### config.mk
export PLATFORM = sky130hd
export DESIGN_NAME = ownership_failover_table
export DESIGN_NICKNAME = d
export VERILOG_FILES = /design/src/rtl/oft_pkg.sv /design/src/rtl/ownership_failover_table.sv /design/src/rtl/oft_ram.sv
export VERILOG_INCLUDE_DIRS = /design/src /design/src/rtl
export SDC_FILE = /design/constraint.sdc
export NUM_CORES = 2
export LEC_CHECK = 0
export BUFFER_PORTS_ARGS = -buffer_cell sky130_fd_sc_hd__buf_2
export CORE_ASPECT_RATIO = 0.75
export CORE_UTILIZATION = 32
export DETAILED_ROUTE_END_ITERATION = 10
export GPL_TIMING_DRIVEN = 0
export MAX_ROUTING_LAYER = met4
export PLACE_DENSITY = 0.52
export SYNTH_ARGS = -nofsm -noshare
export SYNTH_HDL_FRONTEND = slang
export SYNTH_SLANG_ARGS = --single-unit
### constraint.sdc
create_clock -name clk -period 29.6 [get_ports clk]
set_input_delay 1.48 -clock clk [delete_from_list [all_inputs] [get_ports clk]]
set_output_delay 1.48 -clock clk [all_outputs]
set_load 0.01 [all_outputs]
### src/rtl/ownership_failover_table_assert.svh
// Assertion macros for the ownership failover table
`ifndef OWNERSHIP_FAILOVER_TABLE_ASSERT_SVH
`define OWNERSHIP_FAILOVER_TABLE_ASSERT_SVH
`ifndef NO_ASSERTIONS
`define OFT_ASSERT_IMPL(label, clk, rst_n, prop, msg) \
    label: assert property (@(posedge clk) disable iff (!rst_n) (prop)) else $error(msg);
`define OFT_ASSERT_NEXT(label, clk, rst_n, pre, post, msg) \
    label: assert property (@(posedge clk) disable iff (!rst_n) (pre) |=> (post)) \
        else $error(msg);
`else
`define OFT_ASSERT_IMPL(label, clk, rst_n, prop, msg)
`define OFT_ASSERT_NEXT(label, clk, rst_n, pre, post, msg)
`endif
`endif

### src/rtl/oft_pkg.sv
`default_nettype none
package oft_pkg;
    localparam int DEFAULT_TABLE_DEPTH = 16;

    localparam logic [2:0] ACT_REG_LOCAL = 3'd0;
    localparam logic [2:0] ACT_SET_OWNER = 3'd1;
    localparam logic [2:0] ACT_OFFLINE   = 3'd2;
    localparam logic [2:0] ACT_ONLINE    = 3'd3;
    localparam logic [2:0] ACT_PEER      = 3'd4;
    localparam logic [2:0] ACT_QUERY     = 3'd5;

    localparam logic [2:0] ST_DONE       = 3'd0;
    localparam logic [2:0] ST_FULL       = 3'd1;
    localparam logic [2:0] ST_ZERO_ID    = 3'd2;
    localparam logic [2:0] ST_NOT_ADMIT  = 3'd3;
    localparam logic [2:0] ST_CONFLICT   = 3'd4;
    localparam logic [2:0] ST_UNCHANGED  = 3'd5;
    localparam logic [2:0] ST_NOT_MASTER = 3'd6;

    localparam logic KIND_BCAST = 1'b0;
    localparam logic KIND_DONE  = 1'b1;

    typedef struct packed {
        logic [2:0]  action;
        logic [31:0] io_id;
        logic [31:0] node;
        logic [31:0] home_node;
        logic [31:0] master;
        logic        node_admitted;
        logic        home_admitted;
    } in_item_t;

    typedef struct packed {
        logic        kind;
        logic [31:0] out_io_id;
        logic [31:0] out_owner;
        logic [31:0] out_home;
        logic        found;
        logic        is_local;
        logic [2:0]  status;
        logic        last;
    } out_item_t;

    // one table row: key, owner, home
    typedef struct packed {
        logic [31:0] key;
        logic [31:0] owner;
        logic [31:0] home;
    } row_t;
endpackage
`default_nettype wire

### src/rtl/ownership_failover_table.sv
// Ownership failover table.
// Input channel in_valid/in_ready carries one request (in_item) per action; output
// channel out_valid/out_ready returns results (out_item): zero or more ownership
// broadcasts (kind 0) followed by exactly one completion (kind 1, last = 1).
// cfg_we/cfg_data writes the local node id at once; write it only while idle.
// A request walks the table through a single registered-read RAM port, one row at a
// time (present address, then compare); each broadcast waits in an emit state until
// it is taken. Register, set owner, peer update and query scan the table once, then
// write the chosen row or report in a last step before completing. Offline scans the
// table once; online walks it twice, handing rows back and then re-broadcasting all.
// Zero id, not master and unused codes complete on the next cycle; a peer update
// that is not admitted completes from the address state. in_ready is high only when
// the sequencer is idle, so one request is in flight at a time.
// Each result sits in an output register; when the receiver stalls the scan holds
// on that row until the result is taken.
// Reset clears the valid bits (flip-flops), the node id and the sequencer; table
// contents are left as they are and are read only behind a valid bit.
`default_nettype none
module ownership_failover_table #(
    parameter int TABLE_DEPTH = oft_pkg::DEFAULT_TABLE_DEPTH
) (
    input  wire logic              clk,
    input  wire logic              rst_n,
    input  wire logic              in_valid,
    output logic                   in_ready,
    input  wire oft_pkg::in_item_t in_item,
    output logic                   out_valid,
    input  wire logic              out_ready,
    output oft_pkg::out_item_t     out_item,
    input  wire logic              cfg_we,
    input  wire logic [31:0]       cfg_data
);
    import oft_pkg::*;

    localparam int IW = (TABLE_DEPTH > 1) ? $clog2(TABLE_DEPTH) : 1;
    localparam int CW = $clog2(TABLE_DEPTH + 1);
    localparam logic [CW-1:0] LAST_ROW = CW'(TABLE_DEPTH - 1);

    localparam logic [2:0] S_IDLE  = 3'd0;
    localparam logic [2:0] S_ADDR  = 3'd1; // present address, wait for read data
    localparam logic [2:0] S_EVAL  = 3'd2; // compare read row
    localparam logic [2:0] S_EMIT  = 3'd3; // wait for broadcast to be taken
    localparam logic [2:0] S_WRITE = 3'd4; // write the chosen row (not for query) and build completion
    localparam logic [2:0] S_DONE  = 3'd5; // completion in output register

    logic [2:0]       state_reg, state_next;
    in_item_t         req_reg, req_next;
    logic [31:0]      self_reg;
    logic [TABLE_DEPTH-1:0] valid_reg, valid_next;
    logic [CW-1:0]    idx_reg, idx_next;
    logic             pass_reg, pass_next;   // online: second (re-broadcast) pass
    logic             hit_reg, hit_next;
    logic [IW-1:0]    hit_idx_reg, hit_idx_next;
    row_t             hit_row_reg, hit_row_next;
    logic             out_valid_reg, out_valid_next;
    out_item_t        out_reg, out_next;

    logic             ram_we;
    logic [IW-1:0]    ram_waddr, ram_raddr;
    row_t             ram_wdata, ram_rdata;

    oft_ram #(.WIDTH($bits(row_t)), .DEPTH(TABLE_DEPTH)) u_ram (
        .clk   (clk),
        .we    (ram_we),
        .waddr (ram_waddr),
        .wdata (ram_wdata),
        .raddr (ram_raddr),
        .rdata (ram_rdata)
    );

    logic [IW-1:0] cur;
    logic          cur_valid;
    logic          have_free;
    logic [IW-1:0] free_idx;

    assign cur       = idx_reg[IW-1:0];
    assign cur_valid = valid_reg[cur];
    assign ram_raddr = cur;
    assign in_ready  = (state_reg == S_IDLE);
    assign out_valid = out_valid_reg;
    assign out_item  = out_reg;

    // lowest free slot from the valid flops
    always_comb
    begin
        have_free = 1'b0;
        free_idx  = '0;
        for (int i = TABLE_DEPTH - 1; i >= 0; i--)
        begin
            if (!valid_reg[i])
            begin
                have_free = 1'b1;
                free_idx  = IW'(i);
            end
        end
    end

    function automatic out_item_t done_item(input logic [31:0] id, input logic [2:0] st);
        out_item_t o;
        o = '0;
        o.kind = KIND_DONE;
        o.out_io_id = id;
        o.status = st;
        o.last = 1'b1;
        return o;
    endfunction

    function automatic out_item_t bcast_item(input row_t r);
        out_item_t o;
        o = '0;
        o.kind = KIND_BCAST;
        o.out_io_id = r.key;
        o.out_owner = r.owner;
        o.out_home = r.home;
        return o;
    endfunction

    logic adm_node, adm_home;
    assign adm_node = (req_reg.node == '0) || (req_reg.node == self_reg)
                      || req_reg.node_admitted;
    assign adm_home = (req_reg.home_node == '0) || (req_reg.home_node == self_reg)
                      || req_reg.home_admitted;

    always_comb
    begin
        row_t        r;
        logic        match;
        logic        scan_end;
        out_item_t   q;
        state_next     = state_reg;
        req_next       = req_reg;
        valid_next     = valid_reg;
        idx_next       = idx_reg;
        pass_next      = pass_reg;
        hit_next       = hit_reg;
        hit_idx_next   = hit_idx_reg;
        hit_row_next   = hit_row_reg;
        out_valid_next = out_valid_reg;
        out_next       = out_reg;
        ram_we         = 1'b0;
        ram_waddr      = cur;
        ram_wdata      = ram_rdata;
        r              = ram_rdata;
        match          = 1'b0;
        scan_end       = (idx_reg == LAST_ROW);
        q              = '0;

        if (out_valid_reg && out_ready)
        begin
            out_valid_next = 1'b0;
        end

        unique case (state_reg)
            S_IDLE:
            begin
                if (in_valid)
                begin
                    req_next  = in_item;
                    idx_next  = '0;
                    pass_next = 1'b0;
                    hit_next  = 1'b0;
                    priority if (in_item.action == ACT_REG_LOCAL && in_item.io_id == '0)
                    begin
                        out_next = done_item(in_item.io_id, ST_ZERO_ID);
                        out_valid_next = 1'b1;
                        state_next = S_DONE;
                    end
                    else if (in_item.action == ACT_OFFLINE && self_reg != in_item.master)
                    begin
                        out_next = done_item(in_item.io_id, ST_NOT_MASTER);
                        out_valid_next = 1'b1;
                        state_next = S_DONE;
                    end
                    else if (in_item.action > ACT_QUERY)
                    begin
                        out_next = done_item(in_item.io_id, ST_DONE);
                        out_valid_next = 1'b1;
                        state_next = S_DONE;
                    end
                    else
                    begin
                        state_next = S_ADDR;
                    end
                end
            end
            S_ADDR:
            begin
                if (req_reg.action == ACT_PEER && !(adm_node && adm_home))
                begin
                    out_next = done_item(req_reg.io_id, ST_NOT_ADMIT);
                    out_valid_next = 1'b1;
                    state_next = S_DONE;
                end
                else
                begin
                    state_next = S_EVAL;
                end
            end
            S_EVAL:
            begin
                unique case (req_reg.action)
                    ACT_OFFLINE:
                        match = cur_valid && (r.owner == req_reg.node);
                    ACT_ONLINE:
                        match = pass_reg ? cur_valid
                              : (cur_valid && r.home == req_reg.node && r.owner == self_reg);
                    default:
                        match = cur_valid && !hit_reg && (r.key == req_reg.io_id);
                endcase
                if (req_reg.action == ACT_OFFLINE || req_reg.action == ACT_ONLINE)
                begin
                    if (match)
                    begin
                        // modify in place and broadcast the new row
                        if (req_reg.action == ACT_OFFLINE)
                        begin
                            r.owner = self_reg;
                        end
                        else if (!pass_reg)
                        begin
                            r.owner = req_reg.node;
                        end
                        ram_we = 1'b1;
                        ram_wdata = r;
                        out_next = bcast_item(r);
                        out_valid_next = 1'b1;
                        state_next = S_EMIT;
                    end
                    else if (scan_end)
                    begin
                        if (req_reg.action == ACT_ONLINE && !pass_reg)
                        begin
                            pass_next = 1'b1;
                            idx_next = '0;
                            state_next = S_ADDR;
                        end
                        else
                        begin
                            out_next = done_item(req_reg.io_id, ST_DONE);
                            out_valid_next = 1'b1;
                            state_next = S_DONE;
                        end
                    end
                    else
                    begin
                        idx_next = idx_reg + 1'b1;
                        state_next = S_ADDR;
                    end
                end
                else
                begin
                    if (match)
                    begin
                        hit_next = 1'b1;
                        hit_idx_next = cur;
                        hit_row_next = r;
                    end
                    if (scan_end)
                    begin
                        state_next = S_WRITE;
                    end
                    else
                    begin
                        idx_next = idx_reg + 1'b1;
                        state_next = S_ADDR;
                    end
                end
            end
            S_EMIT:
            begin
                if (out_valid_reg && out_ready)
                begin
                    if (scan_end)
                    begin
                        if (req_reg.action == ACT_ONLINE && !pass_reg)
                        begin
                            pass_next = 1'b1;
                            idx_next = '0;
                        end
                        else
                        begin
                            out_next = done_item(req_reg.io_id, ST_DONE);
                            out_valid_next = 1'b1;
                            state_next = S_DONE;
                        end
                    end
                    else
                    begin
                        idx_next = idx_reg + 1'b1;
                    end
                    if (state_next == S_EMIT)
                    begin
                        state_next = S_ADDR;
                    end
                end
            end
            S_WRITE:
            begin
                ram_waddr = hit_reg ? hit_idx_reg : free_idx;
                ram_wdata.key = req_reg.io_id;
                ram_wdata.owner = self_reg;
                ram_wdata.home = self_reg;
                out_next = done_item(req_reg.io_id, ST_DONE);
                unique case (req_reg.action)
                    ACT_QUERY:
                    begin
                        q = '0;
                        q.kind = KIND_DONE;
                        q.out_io_id = req_reg.io_id;
                        q.last = 1'b1;
                        if (hit_reg)
                        begin
                            q.out_owner = hit_row_reg.owner;
                            q.out_home = hit_row_reg.home;
                            q.found = 1'b1;
                            q.is_local = (self_reg == '0) || (hit_row_reg.owner == self_reg);
                        end
                        else
                        begin
                            q.out_owner = self_reg;
                            q.out_home = self_reg;
                            q.is_local = 1'b1;
                        end
                        out_next = q;
                    end
                    ACT_PEER:
                    begin
                        ram_wdata.owner = req_reg.node;
                        ram_wdata.home = req_reg.home_node;
                        priority if (hit_reg && hit_row_reg.home == self_reg
                                     && req_reg.home_node != self_reg)
                        begin
                            out_next.status = ST_CONFLICT;
                        end
                        else if (hit_reg && hit_row_reg.owner == req_reg.node
                                 && hit_row_reg.home == req_reg.home_node)
                        begin
                            out_next.status = ST_UNCHANGED;
                        end
                        else if (!hit_reg && !have_free)
                        begin
                            out_next.status = ST_FULL;
                        end
                        else
                        begin
                            ram_we = 1'b1;
                        end
                    end
                    default:
                    begin
                        if (req_reg.action == ACT_SET_OWNER)
                        begin
                            ram_wdata.owner = req_reg.node;
                            ram_wdata.home = req_reg.home_node;
                        end
                        if (!hit_reg && !have_free)
                        begin
                            out_next.status = ST_FULL;
                        end
                        else
                        begin
                            ram_we = 1'b1;
                        end
                    end
                endcase
                if (ram_we)
                begin
                    valid_next[ram_waddr] = 1'b1;
                end
                out_valid_next = 1'b1;
                state_next = S_DONE;
            end
            S_DONE:
            begin
                if (out_valid_reg && out_ready)
                begin
                    state_next = S_IDLE;
                end
            end
            default:
            begin
                state_next = S_IDLE;
            end
        endcase
    end

    always_ff @(posedge clk or negedge rst_n)
    begin
        if (!rst_n)
        begin
            state_reg     <= S_IDLE;
            valid_reg     <= '0;
            self_reg      <= '0;
            out_valid_reg <= 1'b0;
            idx_reg       <= '0;
            pass_reg      <= 1'b0;
            hit_reg       <= 1'b0;
        end
        else
        begin
            state_reg     <= state_next;
            valid_reg     <= valid_next;
            out_valid_reg <= out_valid_next;
            idx_reg       <= idx_next;
            pass_reg      <= pass_next;
            hit_reg       <= hit_next;
            if (cfg_we)
            begin
                self_reg <= cfg_data;
            end
        end
    end

    always_ff @(posedge clk)
    begin
        req_reg     <= req_next;
        hit_idx_reg <= hit_idx_next;
        hit_row_reg <= hit_row_next;
        out_reg     <= out_next;
    end

`include "ownership_failover_table_assert.svh"

    `OFT_ASSERT_IMPL(a_ready_idle, clk, rst_n, !(in_ready && out_valid && out_item.last == 1'b0), "broadcast pending while idle")
    `OFT_ASSERT_NEXT(a_done_idle, clk, rst_n, (state_reg == S_DONE && out_valid && out_ready), (in_ready && !out_valid), "completion not followed by idle")
    `OFT_ASSERT_IMPL(a_done_last, clk, rst_n, (state_reg != S_DONE || !out_valid || out_item.last), "completion state without last")
    `OFT_ASSERT_NEXT(a_accept_busy, clk, rst_n, (in_valid && in_ready), !in_ready, "accepted request left block idle")
endmodule
`default_nettype wire

### src/rtl/oft_ram.sv
`default_nettype none
module oft_ram #(
    parameter int WIDTH = 8,
    parameter int DEPTH = 16
) (
    input  wire logic                     clk,
    input  wire logic                     we,
    input  wire logic [$clog2(DEPTH)-1:0] waddr,
    input  wire logic [WIDTH-1:0]         wdata,
    input  wire logic [$clog2(DEPTH)-1:0] raddr,
    output logic      [WIDTH-1:0]         rdata
);
    logic [WIDTH-1:0] mem [DEPTH];

    always_ff @(posedge clk)
    begin
        if (we)
        begin
            mem[waddr] <= wdata;
        end
        rdata <= mem[raddr];
    end
endmodule
`default_nettype wire

# Word-level counts from Yosys, hierarchy flattened
# Memories as Yosys holds them, arrays and structs flattened. A register that Yosys moved wholly into a read port is not among the register bits.
# Cells that the tools add are included.
[totals] ff_bits=331 ramBits=1536 inputBits=170 memories=1
[memory_table] name="u_ram.mem" words=16 width=96 rd=1 rd_clocked_by_memory_dff=1 wr=1 line="oft_ram.sv:13" source="logic [WIDTH-1:0] mem [DEPTH];"
[classes] addsub=1 n_lt_le_gt_ge=4 n_eq_ne=36 mux=125 bitwise=2 n_reduce_logical=44
[op_table] cell="$mux W103" n=10
[op_table] cell="$pmux W103 S5" n=1
[op_table] cell="$eq A32 B32 Y1" n=10
[op_table] cell="$mux W64" n=4
[op_table] cell="$pmux W96 S2" n=1
[op_table] cell="$logic_not A32 Y1" n=4
[op_table] cell="$pmux W64 S2" n=1
[op_table] cell="$mux W4" n=18
[op_table] cell="$mux W66" n=1
[op_table] cell="$mux W32" n=2
[op_table] cell="$ne A32 B32 Y1" n=2
[op_table] cell="$mux W3" n=19
[op_table] cell="$mux W1" n=50
[op_table] cell="$mux W5" n=7
[op_table] cell="$eq A3 B2 Y1 const B" n=6
[op_table] cell="$pmux W3 S6" n=1
[op_table] cell="$logic_and A1 B1 Y1" n=17
[op_table] cell="$ne A2 B2 Y1 const B" n=8
[op_table] cell="$or A16 B16 Y16" n=1
[op_table] cell="$pmux W5 S3" n=1
[op_table] cell="$eq A3 B3 Y1 const B" n=4
[op_table] cell="$lt A4 B5 Y1 const B" n=2
[op_table] cell="$reduce_and A5 Y1" n=2
[op_table] cell="$pmux W1 S2" n=4
[op_table] cell="23 further kinds" n=36

# Depth between registers and ports, before layout
[depth] ltp_word=26 depth_mapped=12

# By module
# A second synthesis with hierarchy kept.
[hier_totals] hier_cells=4749 hier_area_um2=80808.8
[by_module_without_submodules] module="oft_ram" n_inst=1 cells_per_inst=2460 area_per_inst_um2=59355.7 seq_area_each_um2=48046.1
[by_module_without_submodules] module="ownership_failover_table" n_inst=1 cells_per_inst=2289 area_per_inst_um2=21453.1 seq_area_each_um2=9644.2

# Worst setup path after synthesis
# Ideal clock, no wire load.
[synth_timing] path_kind="reg-to-reg" start="register self_reg[16]" end="memory u_ram.mem[15][0] (netlist name), enable pin" arrival_ns=11.281 path_slack_ns=17.532 path_stages_with_launch=11 n_path_buf=2 period_less_slack_ns=12.068 path_cell_list="dfrtp_1 > buf_1 > xor2_1 > nor4_1 > nand4_1 > nor2_1 > o221ai_1 > nand2_1 > a21oi_1 > buf_2 > nor4_1"
[synth_between] elab_chain_cells=10 word_cells_on_any_way=17
[synth_lines] item="start: declaration" line="ownership_failover_table.sv:48" source="logic [31:0] self_reg;"
[synth_lines] item="start signal: assignment" line="ownership_failover_table.sv:409" source="self_reg <= cfg_data;"
[synth_lines] item="$eq A32 B32 Y1" line="ownership_failover_table.sv:206" source=": (cur_valid && r.home == req_reg.node && r.owner == self_reg);"
[synth_lines] item="$logic_and A1 B1 Y1" line="ownership_failover_table.sv:206"
[synth_lines] item="$mux W1" line="ownership_failover_table.sv:205" source="match = pass_reg ? cur_valid"
[synth_lines] item="$pmux W1 S2" line="ownership_failover_table.sv:201" source="unique case (req_reg.action)"
[synth_lines] item="$mux W1" line="ownership_failover_table.sv:153" source="unique case (state_reg)"
[synth_lines] item="$mux W1" line="ownership_failover_table.sv:212" source="if (match)"
[synth_lines] item="$mux W1" line="ownership_failover_table.sv:210" source="if (req_reg.action == ACT_OFFLINE || req_reg.action == ACT_ONLINE)"
[synth_lines] item="$pmux W1 S2 *" line="ownership_failover_table.sv:153"
[synth_lines] item="$mux W1 *" line="oft_ram.sv:17" source="if (we)"
[synth_lines] item="$mux W1 (implied by the code) *" line="oft_ram.sv:19" source="mem[waddr] <= wdata;"
[synth_lines] item="end: declaration" line="oft_ram.sv:13"
# Mark *: on every way between the ends. The rest lies on a longest branch, timed or not. The select of a mux whose other input is x is not followed.

# Worst setup path in the final report
[layout_timing] start="register self_reg[15]" end="memory u_ram.mem[2][25] (netlist name), enable pin"
# The elaborated chain is that of the path after synthesis.

==> key figures <==
Outcome
  • Outcome: finished with violations
  • Failing checks: max-capacitance violations, max-slew violations

Critical path
  • Crit end category: register
  • CP Launch Type: register
  • Class of the most critical setup path: reg -> reg
  • R2r setup slk: 22.23 ns
  • Worst setup endpoint: u_ram.mem[2][25]$_DFFE_PP_
  • CP startpoint: self_reg[15]$_DFFE_PN0P_
  • Worst EP arrival: around 7.9 ns
  • Reg2reg path depth: 19
  • Crit path required time: about 30 ns
  • Start of the worst register-to-register path: self_reg[15]$_DFFE_PN0P_
  • Reg2reg end: u_ram.mem[2][25]$_DFFE_PP_
  • Crit path max fanout: 10

Timing
  • Sum Neg Setup Slack: 0 ns
  • Unrepaired setup endpoints after global routing: false
  • Crit share post-route: about 25%
  • Hold Fails Final Rpt: 0
  • Max Freq: about 140 MHz
  • Clock skew: roughly 0.062 ns
  • Max-slew headroom: -8.76%
  • Post-route minimum period: approximately 7.4 ns
  • Slew Limit Fails: 11
  • Measured slew at the worst slew-check pin: 1.63 ns
  • Final WS setup: ~22 ns
  • Final setup fails: 0

Hold path
  • HP Class: in -> async

Logic synthesis
  • Synth cell types: 69
  • Post-synthesis sequential area ratio: roughly 70%
  • Syn avg cell area: about 18 µm²
  • Largest cells by area after synthesis: edfxtp_1 67%, mux4_2 13%, xnor2_1 2.4%
  • Fraction of registers with async set/reset: 3.01%
  • Cell Area, Synth: roughly 81000 µm²
  • Cells after Synth: 4506
  • Post-synth top flop: edfxtp_1
  • Post-synth EDFFs: roughly 1800
  • Cell with the most instances after synthesis: edfxtp_1
  • Area leader, netlist: edfxtp_1
  • Synth cell count leaders: 1808 x edfxtp_1, 485 x mux4_2, 361 x nand2_1
  • Warnings from Yosys: 0
  • Number of synthesized register bits: around 2000
  • Syn_nets: about 4700
  • Yosys top cell area share: about two thirds

GRT
  • Met2 Use GR: 35.4%
  • GRT Overall Usage: 24.8%
  • Met1 Use GR: 35.0%
  • M3 GR Usage: under 10%
  • Largest net degree at the start of global routing: 57
  • Grt total ovfl: 0
  • Number of global-route vias before repair: between 40000 and 50000
  • Initial antenna violation count: 21
  • Global-route wire length before repair: approximately 420000 µm
  • GRT busiest layer: met2

Floorplanning
  • FP Rows: ~160
  • Total die area: around 260000 µm²
  • Die extent in y: 438 µm
  • Horiz. Die Dim: about 580 µm
  • Starting Density: around a third
  • Io pins: roughly 280
  • Core Footprint: around 250000 µm²

Layout
  • Final Cell Area: 96100 µm²
  • Area delta synth->final: 18.6%
  • Fillers: between 20000 and 25000
  • Fin nets: between 5000 and 6000
  • Flip-flop count of the largest register after layout: 1536
  • Area used by multi-input combinational logic: approximately 22000 µm²
  • FF+latch area: ~58000 µm²
  • Layout cell share with drive strength beyond 1: a little over a quarter

Detailed routing
  • Total Wirelength: 312000 µm
  • First-pass DRT Iterations: 6
  • Post-DR wirelength/cell: 35.4 µm
  • Detail Route Antenna Nets: 0
  • DRC: 0
  • Vias per inst: 5.62
  • Vias post-DR: about 50000
  • DR iter-0 viols: 7181

Pwr
  • Peak supply drop: 89.0 µV
  • Static Leak: ~31 nW
  • Pwr Total: between 9 and 10 mW
  • Pwr Density: a little under 100 nW/µm²

Placement
  • Area after DPL: about 90000 µm²
  • Port Buf Inserts: about 270
  • DP Worst Slack: ~22 ns
  • Hpwl dp: 229000 µm
  • Gpl congestion: roughly 1.1

Clock tree
  • CTS buffer count: 200
  • Clk Tree Root Cell: clkbuf_16
  • CTS sink count: approximately 2000
  • Clk buf depth: 3
  • Clk_lat worst skew: just under 0.9 ns
  • TritonCTS clock tree: built
  • Post-CTS Resized: 0
  • H-tree depth reported by CTS: 4
  • Cts hold-fix bufs: 0
  • Post-CTS Setup Bufs: 0
  • Clock-pin slew on the worst setup and hold paths: 0.06 ns

Flow run
  • Maxcap violations: 3
[critical path: stages (launching register included)]
cell	delay (ns)
dfrtp_1	0.61
buf_1	1.11
xor2_1	0.15
nor4_1	0.59
nand4_1	0.16
nor2_1	0.53
o221ai_1	0.38
nand2_1	0.44
a21oi_1	0.19
buf_2	0.27
nor4_2	0.80
buf_4	0.31
buf_4	0.19
buf_4	0.17
buf_4	0.19
buf_6	0.16
buf_6	0.14
buf_4	0.19
buf_4	0.20
buf_4	0.19
[worst min-delay path by stage]
stage / from / endpoint / slack, ns / depth (start not counted)
after floorplan: idx_reg[2]$_DFFE_PN0P_ / hit_idx_reg[2]$_DFFE_PP_ / 0.42 / 0
after global placement: idx_reg[2]$_DFFE_PN0P_ / hit_idx_reg[2]$_DFFE_PP_ / 0.43 / 0
after detailed placement: idx_reg[2]$_DFFE_PN0P_ / hit_idx_reg[2]$_DFFE_PP_ / 0.43 / 0
after CTS: rst_n / self_reg[13]$_DFFE_PN0P_ / 0.35 / 1
after global routing: rst_n / self_reg[9]$_DFFE_PN0P_ / 0.37 / 1
final: rst_n / self_reg[9]$_DFFE_PN0P_ / 0.41 / 1
[logic make-up (layout without fill, tap and decap cells)]
kind of cell    Yosys count  in the layout  synth area share [%]
mux                     578            578                  14.7
buf+inv                 319           1222                  1.60
fa+ha+maj                 2              2                0.0309
compound gates          482            482                  4.12
flops                  1963           1963                  71.2
simple gates            839            839                  4.86
xor+xnor                323            323                  3.49
other cells               0             15                     0
[routing by layer]
| metal | part of all wire (%) | vias to the layer above |
|---|---|---|
| met4 | 3.7 | 0 |
| met5 | 0 | - |
| met3 | 9.5 | 531 |
| met2 | 44 | 2767 |
| li1 | - | 19600 |
| met1 | 43 | 26500 |
[final cells by class]
type                       count  share of cell area [%]
clock buffer                 270                    5.74
inverter                      25                   0.103
sequential                  1963                    60.0
antenna                       15                  0.0391
timing repair buffer         524                    4.16
multi-input combinational   2224                    23.2
tap                         3381                    4.40
clock inverter               109                    1.05
buffer                       294                    1.27
[layout by cell type (no fill, tap or decap), drive strengths merged, types with 7 or more instances in the layout]
cell,Yosys,final
mux2i,61,61
a311oi,12,12
dfxtp,96,96
nand2,361,361
nor2b,37,37
a21oi,167,167
o2111ai,8,8
clkinv,1,83
o221ai,12,12
nand3,13,13
a31oi,37,37
diode,0,15
a21o,7,7
nor2,166,166
xnor2,223,223
clkinvlp,0,7
clkbuf,192,464
nor4,79,79
dfrtp,59,59
a221oi,11,11
o211ai,14,14
bufinv,0,13
a31o,12,12
nand4,73,73
nor3,22,22
xor2,100,100
and2,7,7
o21ba,11,11
buf,102,624
inv,24,31
o22ai,28,28
mux4,485,485
edfxtp,1808,1808
o21ai,47,47
mux2,32,32
a221o,74,74
nand2b,63,63
[where the power goes]
| group | internal, mW | leakage [nW] | switching, mW |
|---|---|---|---|
| sequential | 3.80 | 17.9 | 0.384 |
| combinational | 0.866 | 9.69 | 1.86 |
| clock | 1.42 | 3.19 | 1.11 |
[per-stage QoR]
step | hold WS [ns] | instances | utilization [%]
2_1_floorplan | 0.423 | 4506 | -
3_3_place_gp | 0.430 | 8160 | 34.5
3_5_place_dp | 0.433 | 8409 | 35.6
4_1_cts | 0.347 | 8788 | 38.2
5_1_grt | 0.373 | 8798 | 38.3
6_report | 0.412 | 8805 | 38.3
No activity file was read; power rests on OpenSTA's default activity.
